### src/design/brfe_pkg.sv
// ----------------------------------------------------------------------------
// brfe_pkg
// Types and constants shared by the byte ring and frame extractor modules.
// ----------------------------------------------------------------------------
package brfe_pkg;

  localparam int RingDepthDefault = 64;
  localparam int FrameCap         = 63;
  localparam int QueueDepth       = 2;
  localparam int CmpW             = 9;

  localparam logic [7:0] HeaderReset = 8'hAA;

  localparam logic [1:0] StStored  = 2'd0;
  localparam logic [1:0] StRefused = 2'd1;
  localparam logic [1:0] StFrame   = 2'd2;
  localparam logic [1:0] StNone    = 2'd3;

  localparam logic KindWrite = 1'b0;

  typedef enum logic [1:0] {
    OP_WR_NEW,
    OP_WR_CONT,
    OP_FETCH
  } op_e;

  typedef struct packed {
    logic       kind;
    logic [7:0] data_byte;
    logic       block_start;
    logic [7:0] block_length;
  } brfe_in_t;

  typedef struct packed {
    logic [1:0] status;
    logic [7:0] out_byte;
    logic       last;
    logic [5:0] frame_length;
    logic [5:0] fill_count;
  } brfe_out_t;

  typedef struct packed {
    op_e        op;
    logic [7:0] data;
    logic [7:0] len;
  } brfe_cmd_t;

endpackage

### src/design/brfe_front.sv
// ----------------------------------------------------------------------------
// brfe_front
// Accepts input items and turns each into a command: the start of a write
// block with its normalized length, a further byte of the open block, or a
// frame fetch.
// ----------------------------------------------------------------------------
module brfe_front (
  input  logic                clk_i,
  input  logic                rst_ni,
  input  logic                in_valid_i,
  output logic                in_ready_o,
  input  brfe_pkg::brfe_in_t  in_i,
  output logic                push_valid_o,
  input  logic                push_ready_i,
  output brfe_pkg::brfe_cmd_t push_o
);
  import brfe_pkg::*;

  logic [7:0] left_q, left_d;
  logic [7:0] len;

  assign in_ready_o   = push_ready_i;
  assign push_valid_o = in_valid_i;

  always_comb begin
    len    = 8'd1;
    left_d = left_q;
    push_o = '{op: OP_FETCH, data: in_i.data_byte, len: 8'd1};
    if (in_i.kind == KindWrite) begin
      if (in_i.block_start || left_q == 8'd0) begin
        if (in_i.block_start && in_i.block_length != 8'd0) begin
          len = in_i.block_length;
        end
        push_o.op  = OP_WR_NEW;
        push_o.len = len;
        left_d     = len - 8'd1;
      end else begin
        push_o.op = OP_WR_CONT;
        left_d    = left_q - 8'd1;
      end
    end
  end

  always_ff @(posedge clk_i or negedge rst_ni) begin
    if (!rst_ni) begin
      left_q <= 8'd0;
    end else if (in_valid_i && push_ready_i && in_i.kind == KindWrite) begin
      left_q <= left_d;
    end
  end

endmodule

### src/design/brfe_queue.sv
// ----------------------------------------------------------------------------
// brfe_queue
// Short command queue between the front and the back.
// ----------------------------------------------------------------------------
module brfe_queue (
  input  logic                clk_i,
  input  logic                rst_ni,
  input  logic                push_valid_i,
  output logic                push_ready_o,
  input  brfe_pkg::brfe_cmd_t push_i,
  output logic                pop_valid_o,
  input  logic                pop_ready_i,
  output brfe_pkg::brfe_cmd_t pop_o
);
  import brfe_pkg::*;

  localparam int AW = $clog2(QueueDepth);

  brfe_cmd_t          entries_q [QueueDepth];
  logic [AW-1:0]      wr_ptr_q, wr_ptr_d;
  logic [AW-1:0]      rd_ptr_q, rd_ptr_d;
  logic [AW:0]        count_q, count_d;
  logic               push, pop;

  assign push_ready_o = count_q != (AW + 1)'(QueueDepth);
  assign pop_valid_o  = count_q != '0;
  assign pop_o        = entries_q[rd_ptr_q];
  assign push         = push_valid_i && push_ready_o;
  assign pop          = pop_valid_o && pop_ready_i;

  always_comb begin
    wr_ptr_d = wr_ptr_q;
    rd_ptr_d = rd_ptr_q;
    count_d  = count_q;
    if (push) begin
      wr_ptr_d = (wr_ptr_q == AW'(QueueDepth - 1)) ? '0 : wr_ptr_q + 1'b1;
    end
    if (pop) begin
      rd_ptr_d = (rd_ptr_q == AW'(QueueDepth - 1)) ? '0 : rd_ptr_q + 1'b1;
    end
    if (push && !pop) begin
      count_d = count_q + 1'b1;
    end else if (pop && !push) begin
      count_d = count_q - 1'b1;
    end
  end

  always_ff @(posedge clk_i or negedge rst_ni) begin
    if (!rst_ni) begin
      wr_ptr_q <= '0;
      rd_ptr_q <= '0;
      count_q  <= '0;
    end else begin
      wr_ptr_q <= wr_ptr_d;
      rd_ptr_q <= rd_ptr_d;
      count_q  <= count_d;
    end
  end

  always_ff @(posedge clk_i) begin
    if (push) begin
      entries_q[wr_ptr_q] <= push_i;
    end
  end

endmodule

### src/design/brfe_back.sv
// ----------------------------------------------------------------------------
// brfe_back
// Holds the ring memory and its pointers, stores or refuses write bytes,
// runs the frame search and emission, and drives the output register.
// ----------------------------------------------------------------------------
module brfe_back #(
  parameter int RING_DEPTH = brfe_pkg::RingDepthDefault
) (
  input  logic                clk_i,
  input  logic                rst_ni,
  input  logic                cfg_valid_i,
  output logic                cfg_ready_o,
  input  logic [7:0]          cfg_data_i,
  input  logic                pop_valid_i,
  output logic                pop_ready_o,
  input  brfe_pkg::brfe_cmd_t pop_i,
  output logic                out_valid_o,
  input  logic                out_ready_i,
  output brfe_pkg::brfe_out_t out_o
);
  import brfe_pkg::*;

  localparam int PW    = $clog2(RING_DEPTH);
  localparam int Limit = (RING_DEPTH - 1 < FrameCap) ? RING_DEPTH - 1 : FrameCap;

  typedef enum logic [2:0] {
    S_IDLE,
    S_HDR_RD,
    S_HDR_CHK,
    S_LEN_CHK,
    S_BYTE_RD,
    S_BYTE_OUT,
    S_NONE
  } state_e;

  function automatic logic [PW-1:0] ptr_next(input logic [PW-1:0] p);
    return (p == PW'(RING_DEPTH - 1)) ? '0 : p + 1'b1;
  endfunction

  logic [7:0]  mem [RING_DEPTH];
  logic [7:0]  rdata_q;
  logic        rd_en, wr_en;
  logic [PW-1:0] rd_addr;

  state_e      state_q, state_d;
  logic [PW-1:0] wp_q, wp_d, rp_q, rp_d, after_q, after_d;
  logic        acc_q, acc_d;
  logic [5:0]  left_q, left_d, flen_q, flen_d;
  logic [7:0]  header_q, header_d;
  brfe_out_t   out_q, out_d;
  logic        out_valid_q, out_valid_d;
  logic        out_free;
  logic [PW-1:0] fill, room;

  assign fill        = (wp_q >= rp_q) ? wp_q - rp_q : PW'(RING_DEPTH) + wp_q - rp_q;
  assign room        = PW'(RING_DEPTH - 1) - fill;
  assign out_free    = !out_valid_q || out_ready_i;
  assign out_valid_o = out_valid_q;
  assign out_o       = out_q;
  assign cfg_ready_o = 1'b1;

  always_comb begin
    state_d     = state_q;
    wp_d        = wp_q;
    rp_d        = rp_q;
    after_d     = after_q;
    acc_d       = acc_q;
    left_d      = left_q;
    flen_d      = flen_q;
    header_d    = cfg_valid_i ? cfg_data_i : header_q;
    out_d       = out_q;
    out_valid_d = out_valid_q && !out_ready_i;
    pop_ready_o = 1'b0;
    rd_en       = 1'b0;
    wr_en       = 1'b0;
    rd_addr     = rp_q;
    unique case (state_q)
      S_IDLE: begin
        if (pop_valid_i) begin
          if (pop_i.op == OP_FETCH) begin
            pop_ready_o = 1'b1;
            state_d     = S_HDR_RD;
          end else if (out_free) begin
            pop_ready_o = 1'b1;
            if (pop_i.op == OP_WR_NEW) begin
              acc_d = CmpW'(pop_i.len) <= CmpW'(room);
            end
            wr_en       = acc_d;
            out_valid_d = 1'b1;
            out_d       = '{status: StRefused, out_byte: 8'd0, last: 1'b1,
                            frame_length: 6'd0, fill_count: 6'(fill)};
            if (acc_d) begin
              wp_d             = ptr_next(wp_q);
              out_d.status     = StStored;
              out_d.fill_count = 6'(fill + 1'b1);
            end
          end
        end
      end
      S_HDR_RD: begin
        if (fill == '0) begin
          state_d = S_NONE;
        end else begin
          rd_en   = 1'b1;
          state_d = S_HDR_CHK;
        end
      end
      S_HDR_CHK: begin
        if (rdata_q != header_q) begin
          rp_d    = ptr_next(rp_q);
          state_d = S_HDR_RD;
        end else if (fill < PW'(2)) begin
          state_d = S_NONE;
        end else begin
          rd_en   = 1'b1;
          rd_addr = ptr_next(rp_q);
          state_d = S_LEN_CHK;
        end
      end
      S_LEN_CHK: begin
        if (rdata_q < 8'd2 || rdata_q > 8'(Limit)) begin
          rp_d    = ptr_next(rp_q);
          state_d = S_HDR_RD;
        end else if (CmpW'(rdata_q) > CmpW'(fill)) begin
          state_d = S_NONE;
        end else begin
          flen_d  = 6'(rdata_q);
          left_d  = 6'(rdata_q);
          after_d = fill - PW'(rdata_q);
          state_d = S_BYTE_RD;
        end
      end
      S_BYTE_RD: begin
        rd_en   = 1'b1;
        state_d = S_BYTE_OUT;
      end
      S_BYTE_OUT: begin
        if (out_free) begin
          out_valid_d = 1'b1;
          out_d       = '{status: StFrame, out_byte: rdata_q, last: left_q == 6'd1,
                          frame_length: flen_q, fill_count: 6'(after_q)};
          rp_d        = ptr_next(rp_q);
          left_d      = left_q - 6'd1;
          state_d     = (left_q == 6'd1) ? S_IDLE : S_BYTE_RD;
        end
      end
      S_NONE: begin
        if (out_free) begin
          out_valid_d = 1'b1;
          out_d       = '{status: StNone, out_byte: 8'd0, last: 1'b1,
                          frame_length: 6'd0, fill_count: 6'(fill)};
          state_d     = S_IDLE;
        end
      end
      default: begin
        state_d = S_IDLE;
      end
    endcase
  end

  always_ff @(posedge clk_i or negedge rst_ni) begin
    if (!rst_ni) begin
      state_q     <= S_IDLE;
      wp_q        <= '0;
      rp_q        <= '0;
      acc_q       <= 1'b0;
      left_q      <= 6'd0;
      header_q    <= HeaderReset;
      out_valid_q <= 1'b0;
    end else begin
      state_q     <= state_d;
      wp_q        <= wp_d;
      rp_q        <= rp_d;
      acc_q       <= acc_d;
      left_q      <= left_d;
      header_q    <= header_d;
      out_valid_q <= out_valid_d;
    end
  end

  always_ff @(posedge clk_i) begin
    after_q <= after_d;
    flen_q  <= flen_d;
    out_q   <= out_d;
  end

  always_ff @(posedge clk_i) begin
    if (wr_en) begin
      mem[wp_q] <= pop_i.data;
    end
    if (rd_en) begin
      rdata_q <= mem[rd_addr];
    end
  end

endmodule

### src/design/byte_ring_with_frame_extractor_top.sv
// ----------------------------------------------------------------------------
// byte_ring_with_frame_extractor_top
// Byte ring buffer fed by write blocks and drained by header/length frames.
// ----------------------------------------------------------------------------
// Input items pass through a two-entry command queue, so up to two items are
// taken while the back is busy. A write byte is stored or refused by the back
// and gives one result. A fetch runs on the single read port of the ring
// memory, whose read data is registered: the back takes the fetch, then for
// each byte examined in the header search, the header included, reads it and
// checks it, then checks the length byte, and reads and emits each frame byte
// in turn. A fetch that finds no frame gives a single no-frame result. A
// stalled result holds the back from giving another result until it is taken.
module byte_ring_with_frame_extractor_top #(
  parameter int RING_DEPTH = brfe_pkg::RingDepthDefault
) (
  input  logic                clk_i,
  input  logic                rst_ni,
  input  logic                cfg_valid_i,
  output logic                cfg_ready_o,
  input  logic [7:0]          cfg_data_i,
  input  logic                in_valid_i,
  output logic                in_ready_o,
  input  brfe_pkg::brfe_in_t  in_i,
  output logic                out_valid_o,
  input  logic                out_ready_i,
  output brfe_pkg::brfe_out_t out_o
);
  import brfe_pkg::*;

  brfe_cmd_t push_cmd, pop_cmd;
  logic      push_valid, push_ready, pop_valid, pop_ready;

  brfe_front u_front (
    .clk_i        (clk_i),
    .rst_ni       (rst_ni),
    .in_valid_i   (in_valid_i),
    .in_ready_o   (in_ready_o),
    .in_i         (in_i),
    .push_valid_o (push_valid),
    .push_ready_i (push_ready),
    .push_o       (push_cmd)
  );

  brfe_queue u_queue (
    .clk_i        (clk_i),
    .rst_ni       (rst_ni),
    .push_valid_i (push_valid),
    .push_ready_o (push_ready),
    .push_i       (push_cmd),
    .pop_valid_o  (pop_valid),
    .pop_ready_i  (pop_ready),
    .pop_o        (pop_cmd)
  );

  brfe_back #(
    .RING_DEPTH (RING_DEPTH)
  ) u_back (
    .clk_i       (clk_i),
    .rst_ni      (rst_ni),
    .cfg_valid_i (cfg_valid_i),
    .cfg_ready_o (cfg_ready_o),
    .cfg_data_i  (cfg_data_i),
    .pop_valid_i (pop_valid),
    .pop_ready_o (pop_ready),
    .pop_i       (pop_cmd),
    .out_valid_o (out_valid_o),
    .out_ready_i (out_ready_i),
    .out_o       (out_o)
  );

endmodule

### config.mk
export PLATFORM = sky130hd
export DESIGN_NAME = byte_ring_with_frame_extractor_top
export DESIGN_NICKNAME = d
export VERILOG_FILES = /design/src/design/brfe_pkg.sv /design/src/design/brfe_front.sv /design/src/design/brfe_queue.sv /design/src/design/brfe_back.sv /design/src/design/byte_ring_with_frame_extractor_top.sv
export SDC_FILE = /design/constraint.sdc
export NUM_CORES = 1
export LEC_CHECK = 0
export ABC_AREA = 1
export BUFFER_PORTS_ARGS = -buffer_cell sky130_fd_sc_hd__buf_2
export CELL_PAD_IN_SITES_DETAIL_PLACEMENT = 0
export CELL_PAD_IN_SITES_GLOBAL_PLACEMENT = 1
export CORE_MARGIN = 2
export CORE_UTILIZATION = 30
export DETAILED_ROUTE_END_ITERATION = 12
export GPL_TIMING_DRIVEN = 0
export PLACE_DENSITY = 0.52
export SYNTH_ARGS = -nofsm -noshare
export SYNTH_HDL_FRONTEND = slang
export SYNTH_SLANG_ARGS = --single-unit
### constraint.sdc
create_clock -name clk_i -period 5.2 [get_ports clk_i]
set_clock_uncertainty 0.2 [all_clocks]
set_input_delay 0.78 -clock clk_i [delete_from_list [all_inputs] [get_ports clk_i]]
set_output_delay 0.78 -clock clk_i [all_outputs]
set_load 0.01 [all_outputs]
==> flow_summary_export.csv <==
group,metric,value,unit
yosys,synthCells,2906,
job,drv_cap,0,
placed_design,pre_cts_ws,-1.02,ns
grt,grt.overflow.total,0,
placed_design,numPortBuffers,55,
clock_tree,ctsHtreeMaxLevel,3,
pwr,p_sw,8.63,mW
clock_tree,path_clk_slew,0.06,ns
routing,drt-initial-drc-count,1817,
routing,vias_per_cell,4.70,
pwr,power,21.2,mW
critical_path,startpoint_type,"register",
yosys,ys_top_cells_by_area,"edfxtp_1, nand3_1, nand2_1",
yosys,synth_edf_count,591,
routing,drt-wirelength-per-cell,21.6,µm
critical_path,slowest_stage,"clkbuf_1",
grt,grt_max_degree,65,
worst_hold_path,hold_class,"input pin to register",
clock_tree,numCtsBuffers,75,
run_status,outcome,"complete, no violations",
pwr,power_density,608,nW/µm²
worst_hold_path,worstHoldPathCells,1,
finish,fin_util,36.1,%
floorplan,rows,114,
grt,grt_pass1_vias,20014,
routing,wirelength,95300,µm
clock_tree,clock_latency,0.63,ns
critical_path,end_kind,"register",
yosys,syn_avg_cell_area,10.0,µm²
yosys,yosysTopAreaCell,"edfxtp_1",
pwr,p_leak,14.7,nW
floorplan,start_util,30.2,%
yosys,syn_area,29100,µm²
timing,worst_slew_pin_slew,1.35,ns
yosys,synthDistinctLibCells,48,
yosys,ys_seq_elements,634,
yosys,synth-simple-area-share,21.1,%
yosys,synthAdderAreaFrac,1.38,%
worst_hold_path,worstHoldStart,"in_i[10]",
clock_tree,cts.sinks,634,
critical_path,worstReg2RegEnd,"u_back.rdata_q[4]$_DFFE_PP_",
yosys,synth_top_flop_cell,"edfxtp_1",
placed_design,place_congestion,0.867,
yosys,synth-seq-area-share,64.6,%
pwr,p_int,12.5,mW
clock_tree,cts_hold_buffers,0,
critical_path,timing.rr.start,"u_back.wp_q[0]$_DFFE_PN0P_",
routing,detail-route-antenna-nets,0,
clock_tree,cts_buffer_depth,3,
yosys,synth_top_family_by_area,"simple AND/OR/NAND/NOR gates",
finish,area_delta_synth_final,19.4,%
yosys,synth_top_area_share,60.9,%
yosys,synth_mux_area_share,0.103,%
timing,fmax,202,MHz
critical_path,path_common_cell,"nand3_1",
floorplan,die-area,99700,µm²
critical_path,critPathKind,"register to register",
timing,setup_violations,0,
clock_tree,cts_tree,"built",
finish,layout.nets,3140,
routing,drt_first_pass_iters,5,
critical_path,crit_path_max_fanout,10,
timing,final_max_slew_viol_count,0,
pwr,ir_worst_vdd,377,µV
floorplan,core,96400,µm²
critical_path,ff2ff_setup_slack,0.24,ns
timing,fin_crit_sh,95.4,%
grt,grt_pass1_wl,136000,µm
pwr,combPwrFrac,41.1,%
timing,grt_setup_unrepaired,"false",
critical_path,arrival,5.09,ns
critical_path,critPathMaxStageDelay,0.67,ns
floorplan,die_h,316,µm
pwr,pwr-share-seq,32.9,%
grt,grtUsageTotal,19.1,%
yosys,synthXorXnorAreaFrac,0.683,%
pwr,p_clk_share,26.0,%
yosys,synth_most_common_cell,"nand2_1",
timing,slew_headroom,9.71,%
pwr,netSwitchingFraction,40.8,%
timing,hold_viol_final,0,
yosys,yosys_warnings,0,
clock_tree,clock-root-buffer,"clkbuf_16",
floorplan,ios,57,
placed_design,place_hpwl,66100,µm
critical_path,crit_required,5.33,ns
finish,drive_above_1_share,12.8,%
floorplan,die_w,316,µm
yosys,synth_compound_area_share,1.98,%
routing,num_vias,20740,
timing,fin_setup_tns,0,ns
critical_path,rr_worst_depth,17,
yosys,synth_fp_nets,2968,
grt,antenna_found_initial,1,
timing,period_minus_slack,4.96,ns
critical_path,path_cells,"inv_2 -> ha_1 -> inv_1 -> fa_1 -> xnor2_4 -> nand3_1 -> nor2_2 -> nand3_4 -> nand3_1 -> clkbuf_1 -> nand3_1 -> nand3_1 -> nand3_1 -> nand3_1 -> nand3_1 -> nand3_1 -> nand2_1",
yosys,synth_commonest_cells,"nand2_1, edfxtp_1, inv_1, nand3_1, nor2_1",
worst_hold_path,min_to,"u_queue.entries_q[1][9]$_DFFE_PP_",
yosys,synthArstFlopShare,6.78,%
timing,fin_ws,0.241,ns
routing,drcViolationCount,0,
==> critical path, delay by kind of cell, from the launching register on <==
family | cells | cell delay [ns]
AND/OR/NAND/NOR | 11 | 2.05
buffers and inverters | 3 | 0.94
adder cells (fa/ha/maj) | 2 | 0.66
flip-flops | 1 | 0.45
XOR/XNOR | 1 | 0.33
==> worst max-delay path by stage <==
| stage | start | end | slack [ns] | cells after the start |
|---|---|---|---|---|
| 2_1_floorplan | u_back.wp_q[0]$_DFFE_PN0P_ | u_back.mem[15][0]$_DFFE_PP_ | 0.77 | 19 |
| 4_1_cts | u_back.wp_q[0]$_DFFE_PN0P_ | u_back.mem[30][7]$_DFFE_PP_ | 0.07 | 19 |
| 5_1_grt | u_back.wp_q[0]$_DFFE_PN0P_ | u_back.mem[59][5]$_DFFE_PP_ | 0.04 | 17 |
| 6_report | u_back.wp_q[0]$_DFFE_PN0P_ | u_back.rdata_q[4]$_DFFE_PP_ | 0.24 | 17 |
| 3_5_place_dp | u_back.wp_q[0]$_DFFE_PN0P_ | u_back.mem[29][2]$_DFFE_PP_ | -1.02 | 19 |
| 3_3_place_gp | u_back.wp_q[0]$_DFFE_PN0P_ | u_back.mem[56][5]$_DFFE_PP_ | -1.20 | 17 |
==> timing repair <==
action,in CTS,in global routing
setup endpoints to repair,494,262
pin swaps,11,6
gates resized for setup,112,5
buffers inserted,14,6
==> state kept, by name, summed over array words and instances (netlist names), 2 cells and up <==
register           flops
u_back.rdata_q         8
u_back.out_o          23
u_queue.count_q        2
u_back.state_q         3
u_queue.entries_q     36
u_back.rp_q            6
u_back.left_q          6
u_back.wp_q            6
u_back.flen_q          6
u_back.after_q         6
u_back.mem           512
u_back.header_q        8
u_front.left_q         8
==> cells in the final DEF, fill, tap and decap left out, types with 13 or more instances in the layout <==
cell type	n
clkinv_1	13
edfxtp_1	591
clkbuf_16	79
buf_2	95
nor2_1	64
nand2_1	649
o21ai_0	53
ha_1	29
xor2_1	16
nand3_1	573
buf_6	23
clkbuf_1	52
buf_4	46
a21oi_1	13
inv_1	575
dfrtp_1	39
nor2_4	46
nand4_1	13
==> per-layer routing <==
| metal | share of wire (%) | vias to the layer above | global-route usage (%) |
|---|---|---|---|
| met5 | 0 | - | 0 |
| met4 | 2.1 | 0 | 5.35 |
| met3 | 6.0 | 121 | 3.76 |
| met2 | 46 | 590 | 30.5 |
| met1 | 46 | 10153 | 26.5 |
| li1 | - | 9876 | - |
==> logic make-up after synthesis <==
family                     Yosys count
AOI/OAI and AO/OA                   99
xor gates and xnor gates            21
adders and majority gates           31
buffers and inverters              710
DFF                                634
muxes                                3
other                                1
and+or+nand+nor                   1407
==> power groups by stage <==
stage | Combinational, mW | Clock [mW] | Sequential, mW
6_report | 8.69 | 5.51 | 6.95
5_1_grt | 9.49 | 5.83 | 6.99
4_1_cts | 8.65 | 5.63 | 6.96
3_5_place_dp | 8.49 | 0 | 7.06
3_3_place_gp | 8.12 | 0 | 7.22
2_1_floorplan | 4.85 | 0 | 7.06
==> final cells by class <==
cell class | count | area, µm²
Clock buffer | 98 | 2050
Multi-Input combinational cell | 1562 | 7970
Buffer | 126 | 772
Tap cell | 1276 | 1600
Sequential cell | 634 | 18800
Inverter | 584 | 2190
Antenna cell | 1 | 2.50
Fill cell | 9695 | 61600
Timing Repair Buffer | 95 | 898
Clock inverter | 39 | 494
==> metrics by stage <==
stage / instances / hold WS, ns / area [µm²]
floorplan: 2906 / 0.264 / 29100
global placement: 4237 / 0.282 / 31000
detailed placement: 4256 / 0.293 / 31500
CTS: 4407 / 0.113 / 34700
global route: 4415 / 0.134 / 34800
finish: 4415 / 0.160 / 34800
Power figures use the tool's default switching activity.
